[src/sv/sync_word_frame_aligner_assert.svh]
// Assertion macros for the frame aligner.
`ifndef SYNC_WORD_FRAME_ALIGNER_ASSERT_SVH
`define SYNC_WORD_FRAME_ALIGNER_ASSERT_SVH

// Check cons in the same cycle as ante.
`define SWFA_ASSERT_IMPLIES(label, clk, rst, ante, cons, msg) \
   label: assert property (@(posedge clk) disable iff (rst) (ante) |-> (cons)) \
      else $error(msg);

// Check cons in the cycle after ante.
`define SWFA_ASSERT_NEXT(label, clk, rst, ante, cons, msg) \
   label: assert property (@(posedge clk) disable iff (rst) (ante) |=> (cons)) \
      else $error(msg);

`endif

[src/sv/swfa_pkg.sv]
package swfa_pkg;

   localparam int MAX_FRAME_LEN_DEF = 32;
   localparam int RESULT_CAP        = 32;
   localparam int MIN_LEN           = 4;
   localparam int BYTE_W            = 8;
   localparam int LEN_W             = 6;
   localparam int POS_W             = 5;
   localparam int SYNC_W            = 16;
   localparam int HDR_BYTES         = 2;
   localparam int CSR_INDEX_W       = 1;
   localparam int CSR_DATA_W        = 16;
   localparam int RSP_DATA_W        = 16;

   localparam logic [SYNC_W-1:0] SYNC_RESET = 16'hAA55;
   localparam logic [LEN_W-1:0]  LEN_RESET  = 6'd32;

   typedef enum logic [CSR_INDEX_W-1:0] {
      CSR_SYNC_PATTERN = 1'b0,
      CSR_FRAME_LENGTH = 1'b1
   } csr_index_type;

   typedef struct packed {
      logic [SYNC_W-1:0] sync_pattern;
      logic [LEN_W-1:0]  frame_length;
   } cfg_type;

   typedef struct packed {
      logic [BYTE_W-1:0] hdr0;
      logic [BYTE_W-1:0] hdr1;
      logic [LEN_W-1:0]  len;
   } desc_type;

   typedef struct packed {
      logic              en;
      logic [BYTE_W-1:0] data;
   } wr_type;

   typedef struct packed {
      logic       valid;
      logic       full;
      logic [1:0] level;
   } q_status_type;

endpackage

[src/sv/swfa_front.sv]
module swfa_front #(
   parameter int DEPTH  = swfa_pkg::MAX_FRAME_LEN_DEF,
   parameter int ADDR_W = $clog2(DEPTH)
) (
   input  logic                         clock,
   input  logic                         reset,
   input  swfa_pkg::cfg_type            cfg,
   input  logic                         req_tvalid,
   output logic                         req_tready,
   input  logic [swfa_pkg::BYTE_W-1:0]  req_tdata,
   input  swfa_pkg::q_status_type       q_status,
   output logic                         push,
   output swfa_pkg::desc_type           desc,
   output swfa_pkg::wr_type             wr,
   output logic [ADDR_W-1:0]            wr_addr
);

   localparam int LEN_W  = swfa_pkg::LEN_W;
   localparam int BYTE_W = swfa_pkg::BYTE_W;

   logic [LEN_W-1:0]  fill_ff, fill_in;
   logic [BYTE_W-1:0] hdr0_ff, hdr0_in;
   logic [BYTE_W-1:0] hdr1_ff, hdr1_in;
   logic [BYTE_W-1:0] last_ff, last_in;
   logic [LEN_W-1:0]  eff_len;
   logic [LEN_W-1:0]  fill_inc;
   logic [swfa_pkg::SYNC_W-1:0] word;
   logic              accept;
   logic              match;

   assign req_tready = !q_status.full;
   assign accept     = req_tvalid && req_tready;
   assign word       = {req_tdata, last_ff};
   assign match      = (word == cfg.sync_pattern);
   assign fill_inc   = fill_ff + LEN_W'(1);

   always_comb begin
      if (cfg.frame_length < LEN_W'(swfa_pkg::MIN_LEN)) begin
         eff_len = LEN_W'(swfa_pkg::MIN_LEN);
      end else if (cfg.frame_length > LEN_W'(DEPTH)) begin
         eff_len = LEN_W'(DEPTH);
      end else begin
         eff_len = cfg.frame_length;
      end
   end

   always_comb begin
      fill_in = fill_ff;
      hdr0_in = hdr0_ff;
      hdr1_in = hdr1_ff;
      last_in = last_ff;
      push    = 1'b0;
      wr.en   = 1'b0;
      wr.data = req_tdata;
      if (accept) begin
         last_in = req_tdata;
         if (fill_ff == LEN_W'(0)) begin
            hdr0_in = req_tdata;
            fill_in = LEN_W'(1);
         end else if (fill_ff == LEN_W'(1)) begin
            if (match) begin
               hdr1_in = req_tdata;
               fill_in = LEN_W'(swfa_pkg::HDR_BYTES);
            end else begin
               hdr0_in = req_tdata;
            end
         end else if (match) begin
            hdr0_in = last_ff;
            hdr1_in = req_tdata;
            fill_in = LEN_W'(swfa_pkg::HDR_BYTES);
         end else begin
            wr.en = 1'b1;
            if (fill_inc >= eff_len) begin
               push    = 1'b1;
               fill_in = LEN_W'(0);
            end else begin
               fill_in = fill_inc;
            end
         end
      end
   end

   assign wr_addr   = fill_ff[ADDR_W-1:0];
   assign desc.hdr0 = hdr0_ff;
   assign desc.hdr1 = hdr1_ff;
   assign desc.len  = eff_len;

   always_ff @(posedge clock) begin
      if (reset) begin
         fill_ff <= '0;
      end else begin
         fill_ff <= fill_in;
      end
   end

   always_ff @(posedge clock) begin
      hdr0_ff <= hdr0_in;
      hdr1_ff <= hdr1_in;
      last_ff <= last_in;
   end

endmodule

[src/sv/swfa_queue.sv]
module swfa_queue #(
   parameter int ADDR_W = 5
) (
   input  logic                         clock,
   input  logic                         reset,
   input  logic                         push,
   input  swfa_pkg::desc_type           desc_in,
   input  swfa_pkg::wr_type             wr,
   input  logic [ADDR_W-1:0]            wr_addr,
   input  logic                         pop,
   input  logic                         rd_en,
   input  logic [ADDR_W-1:0]            rd_addr,
   output logic [swfa_pkg::BYTE_W-1:0]  rd_data,
   output swfa_pkg::desc_type           head,
   output swfa_pkg::q_status_type       q_status
);

   localparam int ENTRIES = 2 ** (ADDR_W + 1);

   swfa_pkg::desc_type          desc_ff [2];
   logic [swfa_pkg::BYTE_W-1:0] payload_mem_ff [ENTRIES];
   logic [swfa_pkg::BYTE_W-1:0] rd_data_ff;
   logic                        wr_ptr_ff, wr_ptr_in;
   logic                        rd_ptr_ff, rd_ptr_in;
   logic [1:0]                  level_ff, level_in;

   always_comb begin
      wr_ptr_in = push ? !wr_ptr_ff : wr_ptr_ff;
      rd_ptr_in = pop ? !rd_ptr_ff : rd_ptr_ff;
      case ({push, pop})
         2'b10:   level_in = level_ff + 2'd1;
         2'b01:   level_in = level_ff - 2'd1;
         default: level_in = level_ff;
      endcase
   end

   assign head           = desc_ff[rd_ptr_ff];
   assign rd_data        = rd_data_ff;
   assign q_status.valid = (level_ff != 2'd0);
   assign q_status.full  = (level_ff == 2'd2);
   assign q_status.level = level_ff;

   always_ff @(posedge clock) begin
      if (reset) begin
         wr_ptr_ff <= 1'b0;
         rd_ptr_ff <= 1'b0;
         level_ff  <= 2'd0;
      end else begin
         wr_ptr_ff <= wr_ptr_in;
         rd_ptr_ff <= rd_ptr_in;
         level_ff  <= level_in;
      end
   end

   always_ff @(posedge clock) begin
      if (push) begin
         desc_ff[wr_ptr_ff] <= desc_in;
      end
   end

   always_ff @(posedge clock) begin
      if (wr.en) begin
         payload_mem_ff[{wr_ptr_ff, wr_addr}] <= wr.data;
      end
   end

   always_ff @(posedge clock) begin
      if (rd_en) begin
         rd_data_ff <= payload_mem_ff[{rd_ptr_ff, rd_addr}];
      end
   end

endmodule

[src/sv/swfa_back.sv]
module swfa_back #(
   parameter int ADDR_W = 5
) (
   input  logic                             clock,
   input  logic                             reset,
   input  swfa_pkg::q_status_type           q_status,
   input  swfa_pkg::desc_type               head,
   input  logic [swfa_pkg::BYTE_W-1:0]      rd_data,
   output logic                             pop,
   output logic                             rd_en,
   output logic [ADDR_W-1:0]                rd_addr,
   output logic                             rsp_tvalid,
   input  logic                             rsp_tready,
   output logic [swfa_pkg::RSP_DATA_W-1:0]  rsp_tdata,
   output logic                             rsp_tlast
);

   localparam int POS_W  = swfa_pkg::POS_W;
   localparam int BYTE_W = swfa_pkg::BYTE_W;
   localparam int LEN_W  = swfa_pkg::LEN_W;
   localparam int PAD_W  = swfa_pkg::RSP_DATA_W - POS_W - BYTE_W;

   logic [POS_W-1:0]  k_ff, k_in;
   logic              p1_valid_ff, p1_valid_in;
   logic [POS_W-1:0]  p1_pos_ff;
   logic              p1_last_ff;
   logic              p1_hdr_sel_ff;
   logic [BYTE_W-1:0] p1_hdr_ff;
   logic              out_valid_ff, out_valid_in;
   logic [BYTE_W-1:0] out_byte_ff;
   logic [POS_W-1:0]  out_pos_ff;
   logic              out_last_ff;
   logic              out_load;
   logic              p1_free;
   logic              issue;
   logic              last_pos;

   assign out_load = !out_valid_ff || rsp_tready;
   assign p1_free  = !p1_valid_ff || out_load;
   assign issue    = q_status.valid && p1_free;
   assign last_pos = ({1'b0, k_ff} == head.len - LEN_W'(1));
   assign pop      = issue && last_pos;
   assign rd_en    = issue;
   assign rd_addr  = k_ff[ADDR_W-1:0];

   always_comb begin
      k_in         = k_ff;
      p1_valid_in  = p1_valid_ff;
      out_valid_in = out_valid_ff;
      if (issue) begin
         k_in = last_pos ? '0 : k_ff + POS_W'(1);
      end
      if (out_load) begin
         out_valid_in = p1_valid_ff;
         p1_valid_in  = 1'b0;
      end
      if (issue) begin
         p1_valid_in = 1'b1;
      end
   end

   always_ff @(posedge clock) begin
      if (reset) begin
         k_ff         <= '0;
         p1_valid_ff  <= 1'b0;
         out_valid_ff <= 1'b0;
      end else begin
         k_ff         <= k_in;
         p1_valid_ff  <= p1_valid_in;
         out_valid_ff <= out_valid_in;
      end
   end

   always_ff @(posedge clock) begin
      if (issue) begin
         p1_pos_ff     <= k_ff;
         p1_last_ff    <= last_pos;
         p1_hdr_sel_ff <= (k_ff < POS_W'(swfa_pkg::HDR_BYTES));
         p1_hdr_ff     <= k_ff[0] ? head.hdr1 : head.hdr0;
      end
      if (out_load && p1_valid_ff) begin
         out_byte_ff <= p1_hdr_sel_ff ? p1_hdr_ff : rd_data;
         out_pos_ff  <= p1_pos_ff;
         out_last_ff <= p1_last_ff;
      end
   end

   assign rsp_tvalid = out_valid_ff;
   assign rsp_tdata  = {{PAD_W{1'b0}}, out_pos_ff, out_byte_ff};
   assign rsp_tlast  = out_last_ff;

endmodule

[src/sv/sync_word_frame_aligner.sv]
// A frame drains while the next fills, via the frame queue, p1 stage and output register.
// Throughput: one byte a cycle in, one beat a cycle out while rsp_tready is high.
// The input stalls only while two finished frames wait in the two-slot frame queue.
// Reset is synchronous, active high: clears fill count, queue and output valid,
// sets sync_pattern to 0xAA55 and frame_length to 32; the frame buffer is not cleared.
`include "sync_word_frame_aligner_assert.svh"

module sync_word_frame_aligner #(
   parameter int MAX_FRAME_LEN = swfa_pkg::MAX_FRAME_LEN_DEF
) (
   input  logic                                  clock,
   input  logic                                  reset,
   input  logic                                  csr_we,
   input  logic [swfa_pkg::CSR_INDEX_W-1:0]      csr_index,
   input  logic [swfa_pkg::CSR_DATA_W-1:0]       csr_wdata,
   input  logic                                  req_tvalid,
   output logic                                  req_tready,
   input  logic [swfa_pkg::BYTE_W-1:0]           req_tdata,   // rx_byte[7:0]
   output logic                                  rsp_tvalid,
   input  logic                                  rsp_tready,
   output logic [swfa_pkg::RSP_DATA_W-1:0]       rsp_tdata,   // frame_byte[7:0], byte_position[12:8]
   output logic                                  rsp_tlast
);

   localparam int DEPTH  = (MAX_FRAME_LEN < swfa_pkg::RESULT_CAP) ? MAX_FRAME_LEN
                                                                  : swfa_pkg::RESULT_CAP;
   localparam int ADDR_W = $clog2(DEPTH);

   swfa_pkg::cfg_type       cfg_ff, cfg_in;
   swfa_pkg::desc_type      desc;
   swfa_pkg::desc_type      head;
   swfa_pkg::wr_type        wr;
   swfa_pkg::q_status_type  q_status;
   logic [ADDR_W-1:0]       wr_addr;
   logic [ADDR_W-1:0]       rd_addr;
   logic [swfa_pkg::BYTE_W-1:0] rd_data;
   logic                    q_push;
   logic                    q_pop;
   logic                    rd_en;
   logic [1:0]              q_level;

   always_comb begin
      cfg_in = cfg_ff;
      if (csr_we) begin
         unique case (swfa_pkg::csr_index_type'(csr_index))
            swfa_pkg::CSR_SYNC_PATTERN: cfg_in.sync_pattern = csr_wdata;
            swfa_pkg::CSR_FRAME_LENGTH: cfg_in.frame_length = csr_wdata[swfa_pkg::LEN_W-1:0];
            default:                    cfg_in = cfg_ff;
         endcase
      end
   end

   always_ff @(posedge clock) begin
      if (reset) begin
         cfg_ff.sync_pattern <= swfa_pkg::SYNC_RESET;
         cfg_ff.frame_length <= swfa_pkg::LEN_RESET;
      end else begin
         cfg_ff <= cfg_in;
      end
   end

   swfa_front #(
      .DEPTH  (DEPTH),
      .ADDR_W (ADDR_W)
   ) u_front (
      .clock      (clock),
      .reset      (reset),
      .cfg        (cfg_ff),
      .req_tvalid (req_tvalid),
      .req_tready (req_tready),
      .req_tdata  (req_tdata),
      .q_status   (q_status),
      .push       (q_push),
      .desc       (desc),
      .wr         (wr),
      .wr_addr    (wr_addr)
   );

   swfa_queue #(
      .ADDR_W (ADDR_W)
   ) u_queue (
      .clock    (clock),
      .reset    (reset),
      .push     (q_push),
      .desc_in  (desc),
      .wr       (wr),
      .wr_addr  (wr_addr),
      .pop      (q_pop),
      .rd_en    (rd_en),
      .rd_addr  (rd_addr),
      .rd_data  (rd_data),
      .head     (head),
      .q_status (q_status)
   );

   swfa_back #(
      .ADDR_W (ADDR_W)
   ) u_back (
      .clock      (clock),
      .reset      (reset),
      .q_status   (q_status),
      .head       (head),
      .rd_data    (rd_data),
      .pop        (q_pop),
      .rd_en      (rd_en),
      .rd_addr    (rd_addr),
      .rsp_tvalid (rsp_tvalid),
      .rsp_tready (rsp_tready),
      .rsp_tdata  (rsp_tdata),
      .rsp_tlast  (rsp_tlast)
   );

   assign q_level = q_status.level;

   `SWFA_ASSERT_IMPLIES(a_push_not_full, clock, reset, q_push, q_level != 2'd2, "frame pushed into full queue")
   `SWFA_ASSERT_IMPLIES(a_pop_not_empty, clock, reset, q_pop, q_level != 2'd0, "frame popped from empty queue")
   `SWFA_ASSERT_NEXT(a_pos_advance, clock, reset, rsp_tvalid && rsp_tready && !rsp_tlast, !rsp_tvalid || (rsp_tdata[12:8] == 5'($past(rsp_tdata[12:8]) + 5'd1)), "byte position skipped within frame")

endmodule
[config.mk]
export PLATFORM = sky130hd
export DESIGN_NAME = sync_word_frame_aligner
export DESIGN_NICKNAME = d
export VERILOG_FILES = /design/src/sv/swfa_pkg.sv /design/src/sv/swfa_front.sv /design/src/sv/swfa_queue.sv /design/src/sv/swfa_back.sv /design/src/sv/sync_word_frame_aligner.sv
export VERILOG_INCLUDE_DIRS = /design/src /design/src/sv
export SDC_FILE = /design/constraint.sdc
export NUM_CORES = 1
export LEC_CHECK = 0
export BUFFER_PORTS_ARGS = -buffer_cell sky130_fd_sc_hd__buf_2
export CORE_AREA = 2 2 231 233
export CTS_CLUSTER_DIAMETER = 50
export DETAILED_ROUTE_END_ITERATION = 7
export DIE_AREA = 0 0 233 235
export PLACE_DENSITY_LB_ADDON = 0.12
export SLEW_MARGIN = 10
export SYNTH_ARGS = -nofsm -noshare
export SYNTH_HDL_FRONTEND = slang
export SYNTH_SLANG_ARGS = --single-unit
[constraint.sdc]
create_clock -name clock -period 8.7 [get_ports clock]
set_input_delay 0.435 -clock clock [delete_from_list [all_inputs] [get_ports clock]]
set_output_delay 0.435 -clock clock [all_outputs]
set_load 0.005 [all_outputs]
# == After elaboration in Yosys (flattened, before gate mapping) ==
# Memories as Yosys holds them, arrays and structs flattened. A register that Yosys moved wholly into a read port is not among the register bits.
# Index checks and enable logic that the tools add are counted.
# word_totals
reg_bits,92
ramBits,556
input_bits,30
out_inout_bits,19
wordCells,93
mem_count,2
# classes
addsub,5
order_cmp,4
n_eq_ne,8
mux,32
bitwise,2
reduce_logical,21
# mem_list
memory,words,word_bits,rd,rd_clocked_by_memory_dff,write_ports,line_no,source
u_queue.payload_mem_ff,64,8,1,1,1,swfa_queue.sv:21,logic [swfa_pkg::BYTE_W-1:0] payload_mem_ff [ENTRIES];
u_queue.desc_ff,2,22,1,1,1,swfa_queue.sv:20,swfa_pkg::desc_type desc_ff [2];
# ops
cell,n
2-to-1 mux 8 bit,6
2-to-1 mux 6 bit,7
2-to-1 mux 1 bit,17
equality test 16 bit,1
"adder 6 x 1 -> 6 bit, second input constant",1
equality test 5 x 6 -> 1 bit,1
"equality test 6 x 1 -> 1 bit, second input constant",1
>= comparator 6 bit,1
"greater-than comparator 6 bit, second input constant",1
zero test 6 bit,1
"< comparator 6 x 3 -> 1 bit, second input constant",1
AND reduction 2 bit,3
AND reduction 3 bit,2
nonzero test 2 bit,3
"subtractor 6 x 1 -> 6 bit, second input constant",1
"adder 5 x 1 -> 5 bit, second input constant",1
zero test 1 bit,5
"< comparator 5 x 2 -> 1 bit, second input constant",1
2-to-1 mux 5 bit,1
"equality test 2 bit, second input constant",2
logical AND 1 bit,4
one-hot mux 2 bit (2 select lines),1
"inequality test 3 x 1 -> 1 bit, second input constant",1
"inequality test 3 bit, second input constant",1
other kinds (6),8

# == Logic depth before layout (Yosys ltp) ==
# Gate-level depths: netlist of run 1.
# logic_depth
word_depth,11
ltp_mapped,14
depth_no_buf,13

# == Hierarchy ==
# From an unflattened synthesis of run 1, not the netlist that was laid out.
# unflattened
cells_unflattened,1388
hier_area_um2,26240.2
# by_module_without_submodules
module,n_inst,cells_each,area_per_inst_um2
swfa_queue,1,1015,21869.7
swfa_front,1,161,1799.2
swfa_back,1,117,1626.6
sync_word_frame_aligner,1,95,944.7

# == Least setup slack after synthesis of run 1 ==
# OpenSTA, ideal clock, no wires.
# synth_path
path_type,reg-to-reg
from,reg u_front.fill_ff[0]
to,mem u_queue.desc_ff[0][0] (netlist bit) (enable)
setup_time_ns,0.401
t_arrival_ns,2.971
slack_ns,5.329
stages_incl_launch_ff,10
n_path_buf,1
cell_sequence,dfxtp_1 clkbuf_1 inv_1 ha_1 ha_1 a211oi_1 o31a_1 nor3_1 inv_1 nor2_1
# synth_between
elab_chain_cells,9
word_cells_on_any_way,11
cone_classes,add/sub (1); order compare (1); eq/ne (1); mux (7); reduce/logical (1)
# synth_rtl
element,line_no,source
start: declaration,swfa_front.sv:21,"logic [LEN_W-1:0] fill_ff, fill_in;"
start signal: assignment,swfa_front.sv:92,fill_ff <= fill_in;
adder 6 x 1 -> 6 bit,swfa_front.sv:35,assign fill_inc = fill_ff + LEN_W'(1);
>= comparator 6 bit,swfa_front.sv:73,if (fill_inc >= eff_len) begin
2-to-1 mux 1 bit,swfa_front.sv:73,
2-to-1 mux 1 bit,swfa_front.sv:67,end else if (match) begin
2-to-1 mux 1 bit,swfa_front.sv:60,end else if (fill_ff == LEN_W'(1)) begin
2-to-1 mux 1 bit (*),swfa_front.sv:57,if (fill_ff == LEN_W'(0)) begin
2-to-1 mux 1 bit (*),swfa_front.sv:55,if (accept) begin
2-to-1 mux 1 bit (*),swfa_queue.sv:56,if (push) begin
2-to-1 mux 1 bit (implied by the code) (*),swfa_queue.sv:57,desc_ff[wr_ptr_ff] <= desc_in;
end: declaration,swfa_queue.sv:20,
# Every way passes the cells marked *; elsewhere a longest branch is shown, timed or not.

==> flow_summary.ini, run 1 <==
[status]
status = completed

[power]
fin_total_pwr_mw = 6.68
p_int_mw = 5.35
p_leak_nw = 8.99
p_sw_share_pct = 20.0
p_sw_mw = 1.34
vdd_drop_max_mv = 0.153
power.density_nw_per_um2 = 230
sequentialPowerShare_pct = 52.2
power_frac_comb_pct = 2.4
p_clk_share_pct = 45.4

[synth]
synth_area_um2 = 25800
ys_ff_latch = 657
synth_flop_cell = edfxtp_1
post_synth.cell_area_avg_um2 = 19.5
netlist_instances = 1326
synth.distinct_cells = 54
yosys_warnings = 0
synth-edff-count = 617
seq_area_frac_synth_pct = 74.9
ys_async_sr_fraction_pct = 0

[clock_tree]
cts-root-buf = clkbuf_16
cts_sinks = 657
clock_latency_ns = 0.60
tritoncts = yes
clock_path_buffers = 3
postCtsHoldBufs = 0
cts_resized = 0
clk_transition_reported_paths_ns = 0.06
post-cts-setup-buffers = 0
cts_buffers = 72
htree_levels = 3

[timing]
maxSlewHeadroom_pct = 7.64
final_hold_viol_count = 0
fin_crit_ns = 4.37
rsz0062_at_grt = no
skew_ns = 0.0218
finalCritPeriodShare_pct = 50.2
fin_tns_setup_ns = 0
tightest_slew_ns = 1.35
setup-violations-final = 0
holdWs_ns = 0.0555
max_freq_mhz = 229
slew_violations = 0

[critical_path]
cp_max_fo = 51
reg2reg_depth = 5
worst-setup-path-type = flip-flop to flip-flop
rrSetupSlack_ns = 4.33
end_kind = flip-flop
reg2reg_to = u_queue.rd_data[4]
slowest_delay_ns = 1.18
slowest_stage = a2111oi_0
r2r_start = u_back.rd_addr[0]
crit_family = compound AO/OA/AOI/OAI gates
critPathRequiredTime_ns = 9.06
arrival_ns = 4.72
startpoint = u_back.rd_addr[0]
cp_cell_sequence = buf_4 > mux4_2 > a2111oi_0 > nor2_1 > a21o_1
setup.worst_path.start_class = flip-flop
crit_buf_inv = 1

[die]
die_area_um2 = 54800
initial_utilization_pct = 49.4
die_h_um = 235
die_w_um = 233
io_pins = 49
row_count = 84
core_um2 = 52200

[min_path]
hold_depth = 3
min_to = cfg_ff[21]
hold_path_class = primary input to flip-flop
hp-start = csr_wdata[15]

[finish]
num-nets-final = 1436
fin_util_pct = 55.6
layout_commonest_cell = edfxtp_1
area_growth_pct = 12.5
num_antenna_cells = 0
drive_gt1_share_pct = 23.3
layout_common_cells = edfxtp_1 (617), mux4_2 (139), nor2_1 (101)
fin_area_um2 = 29000

[global_routing]
antenna_found_initial = 0
track_usage_pct = 21.7
grt_max_degree = 69
grt-ovfl-total = 0
grt_pass1_wl_mm = 85.3
grt_pass1_vias = 12900

[place]
port_buffers = 45
dpl-instance-area_um2 = 26700
place.gp.congestion = 0.798
hpwlAfterDp_mm = 35.4

[detailed_routing]
ant_nets = 0
drt-pass1-iter-count = 5
num_vias = 12600
drc_errors = 0
wire_per_inst_um = 27.0
routed_wl_mm = 57.8
drt_iter0_drc = 1257
viasPerCell = 5.88

[job]
cap_violations = 0
[per-stage QoR]
stage / instances / worst slack (ns)
5_1_grt: 2140 / 4.16
4_1_cts: 2140 / 4.34
3_3_place_gp: 2008 / 4.15
6_report: 2140 / 4.33
2_1_floorplan: 1328 / 5.33
3_5_place_dp: 2008 / 4.34
[power groups by stage]
| stage | clock network, mW | registers, mW | logic [mW] |
|---|---|---|---|
| 2_1_floorplan | 0 | 3.55 | 0.0861 |
| 5_1_grt | 3.21 | 3.49 | 0.175 |
| 3_5_place_dp | 0 | 3.56 | 0.162 |
| 3_3_place_gp | 0 | 3.56 | 0.159 |
| 6_report | 3.03 | 3.49 | 0.160 |
| 4_1_cts | 3.09 | 3.49 | 0.163 |
[registers in the layout (all words and copies together) (netlist names), 8 cells and up, named ones only]
name / flops
u_back.p1_hdr_ff: 8
u_queue.desc_ff: 44
cfg_ff: 22
u_queue.payload_mem_ff: 512
u_front.hdr0_ff: 8
u_front.hdr1_ff: 8
u_front.last_ff: 8
u_queue.rd_data: 8
u_back.out_byte_ff: 8
[worst reg2reg max path: stages (launching register included)]
cell	delay, ns
dfxtp_4	0.98
buf_4	0.90
mux4_2	0.73
a2111oi_0	1.18
nor2_1	0.12
a21o_1	0.22
[layout make-up]
class	instances	area, um2
Multi-Input combinational cell	585	6040
Clock buffer	95	2010
Inverter	12	45.0
Sequential cell	657	19300
Timing Repair Buffer	66	383
Tap cell	688	861
Fill cell	3964	23200
Clock inverter	37	363
[worst max-delay path by stage]
stage | end | depth (start not counted)
2_1_floorplan | u_queue.desc_ff[0][0] | 9
3_3_place_gp | u_queue.rd_data[1] | 5
3_5_place_dp | u_queue.rd_data[4] | 5
4_1_cts | u_queue.rd_data[4] | 5
5_1_grt | u_queue.rd_data[4] | 5
6_report | u_queue.rd_data[4] | 5
[cell families (layout without fill, tap and decap cells)]
logic type,after synthesis,after routing,share of synthesized area [%]
flops,657,657,74.9
simple gates,248,248,4.41
mux,204,204,14.9
compound gates,86,86,2.31
buf+inv,86,210,1.78
xor+xnor,32,32,1.09
fa+ha+maj,12,12,0.582
other cells,1,3,0.0145
[cells in the mapped netlist, types with 4 or more instances]
master / number / area (um2)
nand3_1: 17 / 85.1
mux4_2: 139 / 3130
buf_2: 17 / 85.1
nor2_1: 102 / 383
nand3b_1: 12 / 90.1
inv_1: 12 / 45.0
a21o_1: 6 / 45.0
mux2i_1: 45 / 450
mux2_2: 17 / 191
nor2b_1: 7 / 43.8
buf_4: 6 / 45.0
nand2_1: 61 / 229
nand4_1: 5 / 31.3
xor2_1: 9 / 78.8
nor3b_1: 5 / 37.5
o221ai_1: 6 / 52.6
buf_1: 11 / 41.3
clkbuf_1: 30 / 113
o22ai_1: 6 / 37.5
nand2b_1: 7 / 43.8
edfxtp_1: 617 / 18500
ha_1: 12 / 150
a2111oi_0: 6 / 52.6
xnor2_1: 23 / 201
or3_1: 7 / 43.8
a211oi_1: 9 / 67.6
a21oi_1: 24 / 120
nor3_1: 10 / 50.1
buf_6: 8 / 90.1
and2_1: 4 / 25.0
dfxtp_1: 40 / 801
o21ai_0: 10 / 50.1
[routing by layer]
layer,global-route usage (%),routed length [um],vias up
met5,0,0,-
met3,3.74,3490,91
li1,-,-,5472
met4,7.01,1390,0
met1,31.2,25300,6600
met2,34.0,27700,430
Note: power is estimated with default switching activity, not from simulation.
==> run 2, diff against run 1 <==
==> constraint.sdc (replaced) <==
create_clock -name clock -period 4.4 [get_ports clock]
set_input_delay 0.22 -clock clock [delete_from_list [all_inputs] [get_ports clock]]
set_output_delay 0.22 -clock clock [all_outputs]
set_load 0.005 [all_outputs]
==> run 2 against run 1 <==
Effect of this change: global-route usage up 1.4 points; largest cell class unchanged; cell area increased by 1.3%; register-to-register slack got worse by 3.5 ns; hold slack better by 0.016 ns; via count rose by 2.2%; clock skew shrank 0.0011 ns.
==> flow_summary.ini, run 2 (synthesis results as in run 1) <==
[status]
status = completed

[die]
core_um2 = 52200
die_area_um2 = 54800
initial_utilization_pct = 49.4
die_w_um = 233
die_h_um = 235
row_count = 84
io_pins = 49

[timing]
slew_violations = 0
fin_crit_ns = 3.56
finalCritPeriodShare_pct = 80.9
maxSlewHeadroom_pct = 21.9
fin_tns_setup_ns = 0
max_freq_mhz = 281
skew_ns = 0.0207
tightest_slew_ns = 1.17
rsz0062_at_grt = no
setup-violations-final = 0
final_hold_viol_count = 0

[clock_tree]
clk_transition_reported_paths_ns = 0.06
clock_path_buffers = 3
post-cts-setup-buffers = 0
cts-root-buf = clkbuf_16
cts_sinks = 657
cts_buffers = 71
cts_resized = 0
htree_levels = 3
tritoncts = yes
postCtsHoldBufs = 21
clock_latency_ns = 0.60

[detailed_routing]
wl_met2_mm = 29.3
drt-pass1-iter-count = 7
wire_per_inst_um = 28.2
viasPerCell = 5.89
drt_iter0_drc = 1494
met3_length_mm = 4.14
drc_errors = 0
routed_wl_mm = 61.6
num_vias = 12900
routed.top_layer = met4
ant_nets = 0
wl_met1_mm = 27.0

[finish]
layout_commonest_cell = edfxtp_1
fin_area_um2 = 29400
fin_util_pct = 56.3
num_antenna_cells = 0
regMostFlops = u_queue.payload_mem_ff
reg_top3 = u_queue.payload_mem_ff (512), u_queue.desc_ff (44), cfg_ff (22)
num-nets-final = 1487
fill_cells = 3858
largest_reg_flops = 512
drive_gt1_share_pct = 24.6
layout_common_cells = edfxtp_1 (617), mux4_2 (139), nor2_1 (101)
area_growth_pct = 14.0

[global_routing]
grt_pass1_vias = 12900
grt-ovfl-total = 0
grt_max_degree = 67
grt_pass1_wl_mm = 90.1
antenna_found_initial = 0
track_usage_pct = 23.0

[power]
p_leak_nw = 9.20
fin_total_pwr_mw = 13.1
vdd_drop_max_mv = 0.321
power.density_nw_per_um2 = 444

[critical_path]
cp_cell_sequence = inv_1 > ha_1 > a221oi_1 > nand2_1 > nor3_1 > nand2_1 > nor2_1
crit_family = simple AND/OR/NAND/NOR gates
slowest_delay_ns = 0.72
startpoint = u_front.fill_ff[0]
worst-setup-path-type = flip-flop to flip-flop
rrSetupSlack_ns = 0.84
crit_buf_inv = 1
arrival_ns = 3.78
reg2reg_depth = 7
crit_top_cell = nand2_1
end_kind = flip-flop
critPathRequiredTime_ns = 4.62
reg2reg_to = u_queue.payload_mem_ff[32][5]
setup.worst_path.start_class = flip-flop
slowest_stage = nor2_1
cp_max_fo = 11
r2r_start = u_front.fill_ff[0]

[place]
port_buffers = 45
dpl-instance-area_um2 = 26900
hpwlAfterDp_mm = 39.3
place.gp.congestion = 0.826

[min_path]
min_to = u_front.last_ff[3]
hp-start = req_tdata[3]
hold_path_class = primary input to flip-flop
hold_depth = 1

[job]
cap_violations = 0
[run 2: changes by cell type in the layout (fill, tap and decap cells not counted), sizes merged]
cell	delta
clkinv	+1
buf	+31
dlygate4sd3	+21
clkbuf	-9
bufinv	-1
clkinvlp	+1
inv	+2
[run 2: stage by stage]
step | hold WS, ns | worst slack [ns] | cells
2_1_floorplan | 0.319 | 1.03 | 1328
3_3_place_gp | 0.404 | 0.944 | 2039
3_5_place_dp | 0.405 | 0.833 | 2039
4_1_cts | 0.0574 | 0.825 | 2186
5_1_grt | 0.0649 | 0.507 | 2186
6_report | 0.0712 | 0.842 | 2186
[run 2: cell type report]
cell class / count / area [um2] / share of cell area [%]
clock inverter: 40 / 353 / 1.20
tap: 688 / 861 / 2.93
sequential: 657 / 19300 / 65.7
inverter: 12 / 45.0 / 0.153
clock buffer: 86 / 1920 / 6.52
multi-input combinational: 585 / 6030 / 20.5
timing repair buffer: 118 / 876 / 2.98
[run 2: power by group]
part | internal (mW) | total [mW] | switching [mW]
clock | 3.41 | 5.80 | 2.39
combinational | 0.124 | 0.366 | 0.242
sequential | 6.87 | 6.90 | 0.0311
total | 10.4 | 13.1 | 2.66
[run 2: layer usage]
metal | track usage (%) | vias up
li1 | - | 5585
met1 | 34.0 | 6737
met2 | 35.5 | 461
met3 | 4.48 | 82
met4 | 6.14 | 0
met5 | 0 | -
[run 2: worst max-delay path by stage]
stage                     slack (ns)  cells after the start                             to
final                           0.84                      7  u_queue.payload_mem_ff[32][5]
after global placement          0.94                      7  u_queue.payload_mem_ff[32][1]
after CTS                       0.82                      7  u_queue.payload_mem_ff[56][0]
after floorplan                 1.03                      9          u_queue.desc_ff[0][0]
after detailed placement        0.83                      7  u_queue.payload_mem_ff[56][3]
after global routing            0.51                      8   u_queue.payload_mem_ff[2][1]
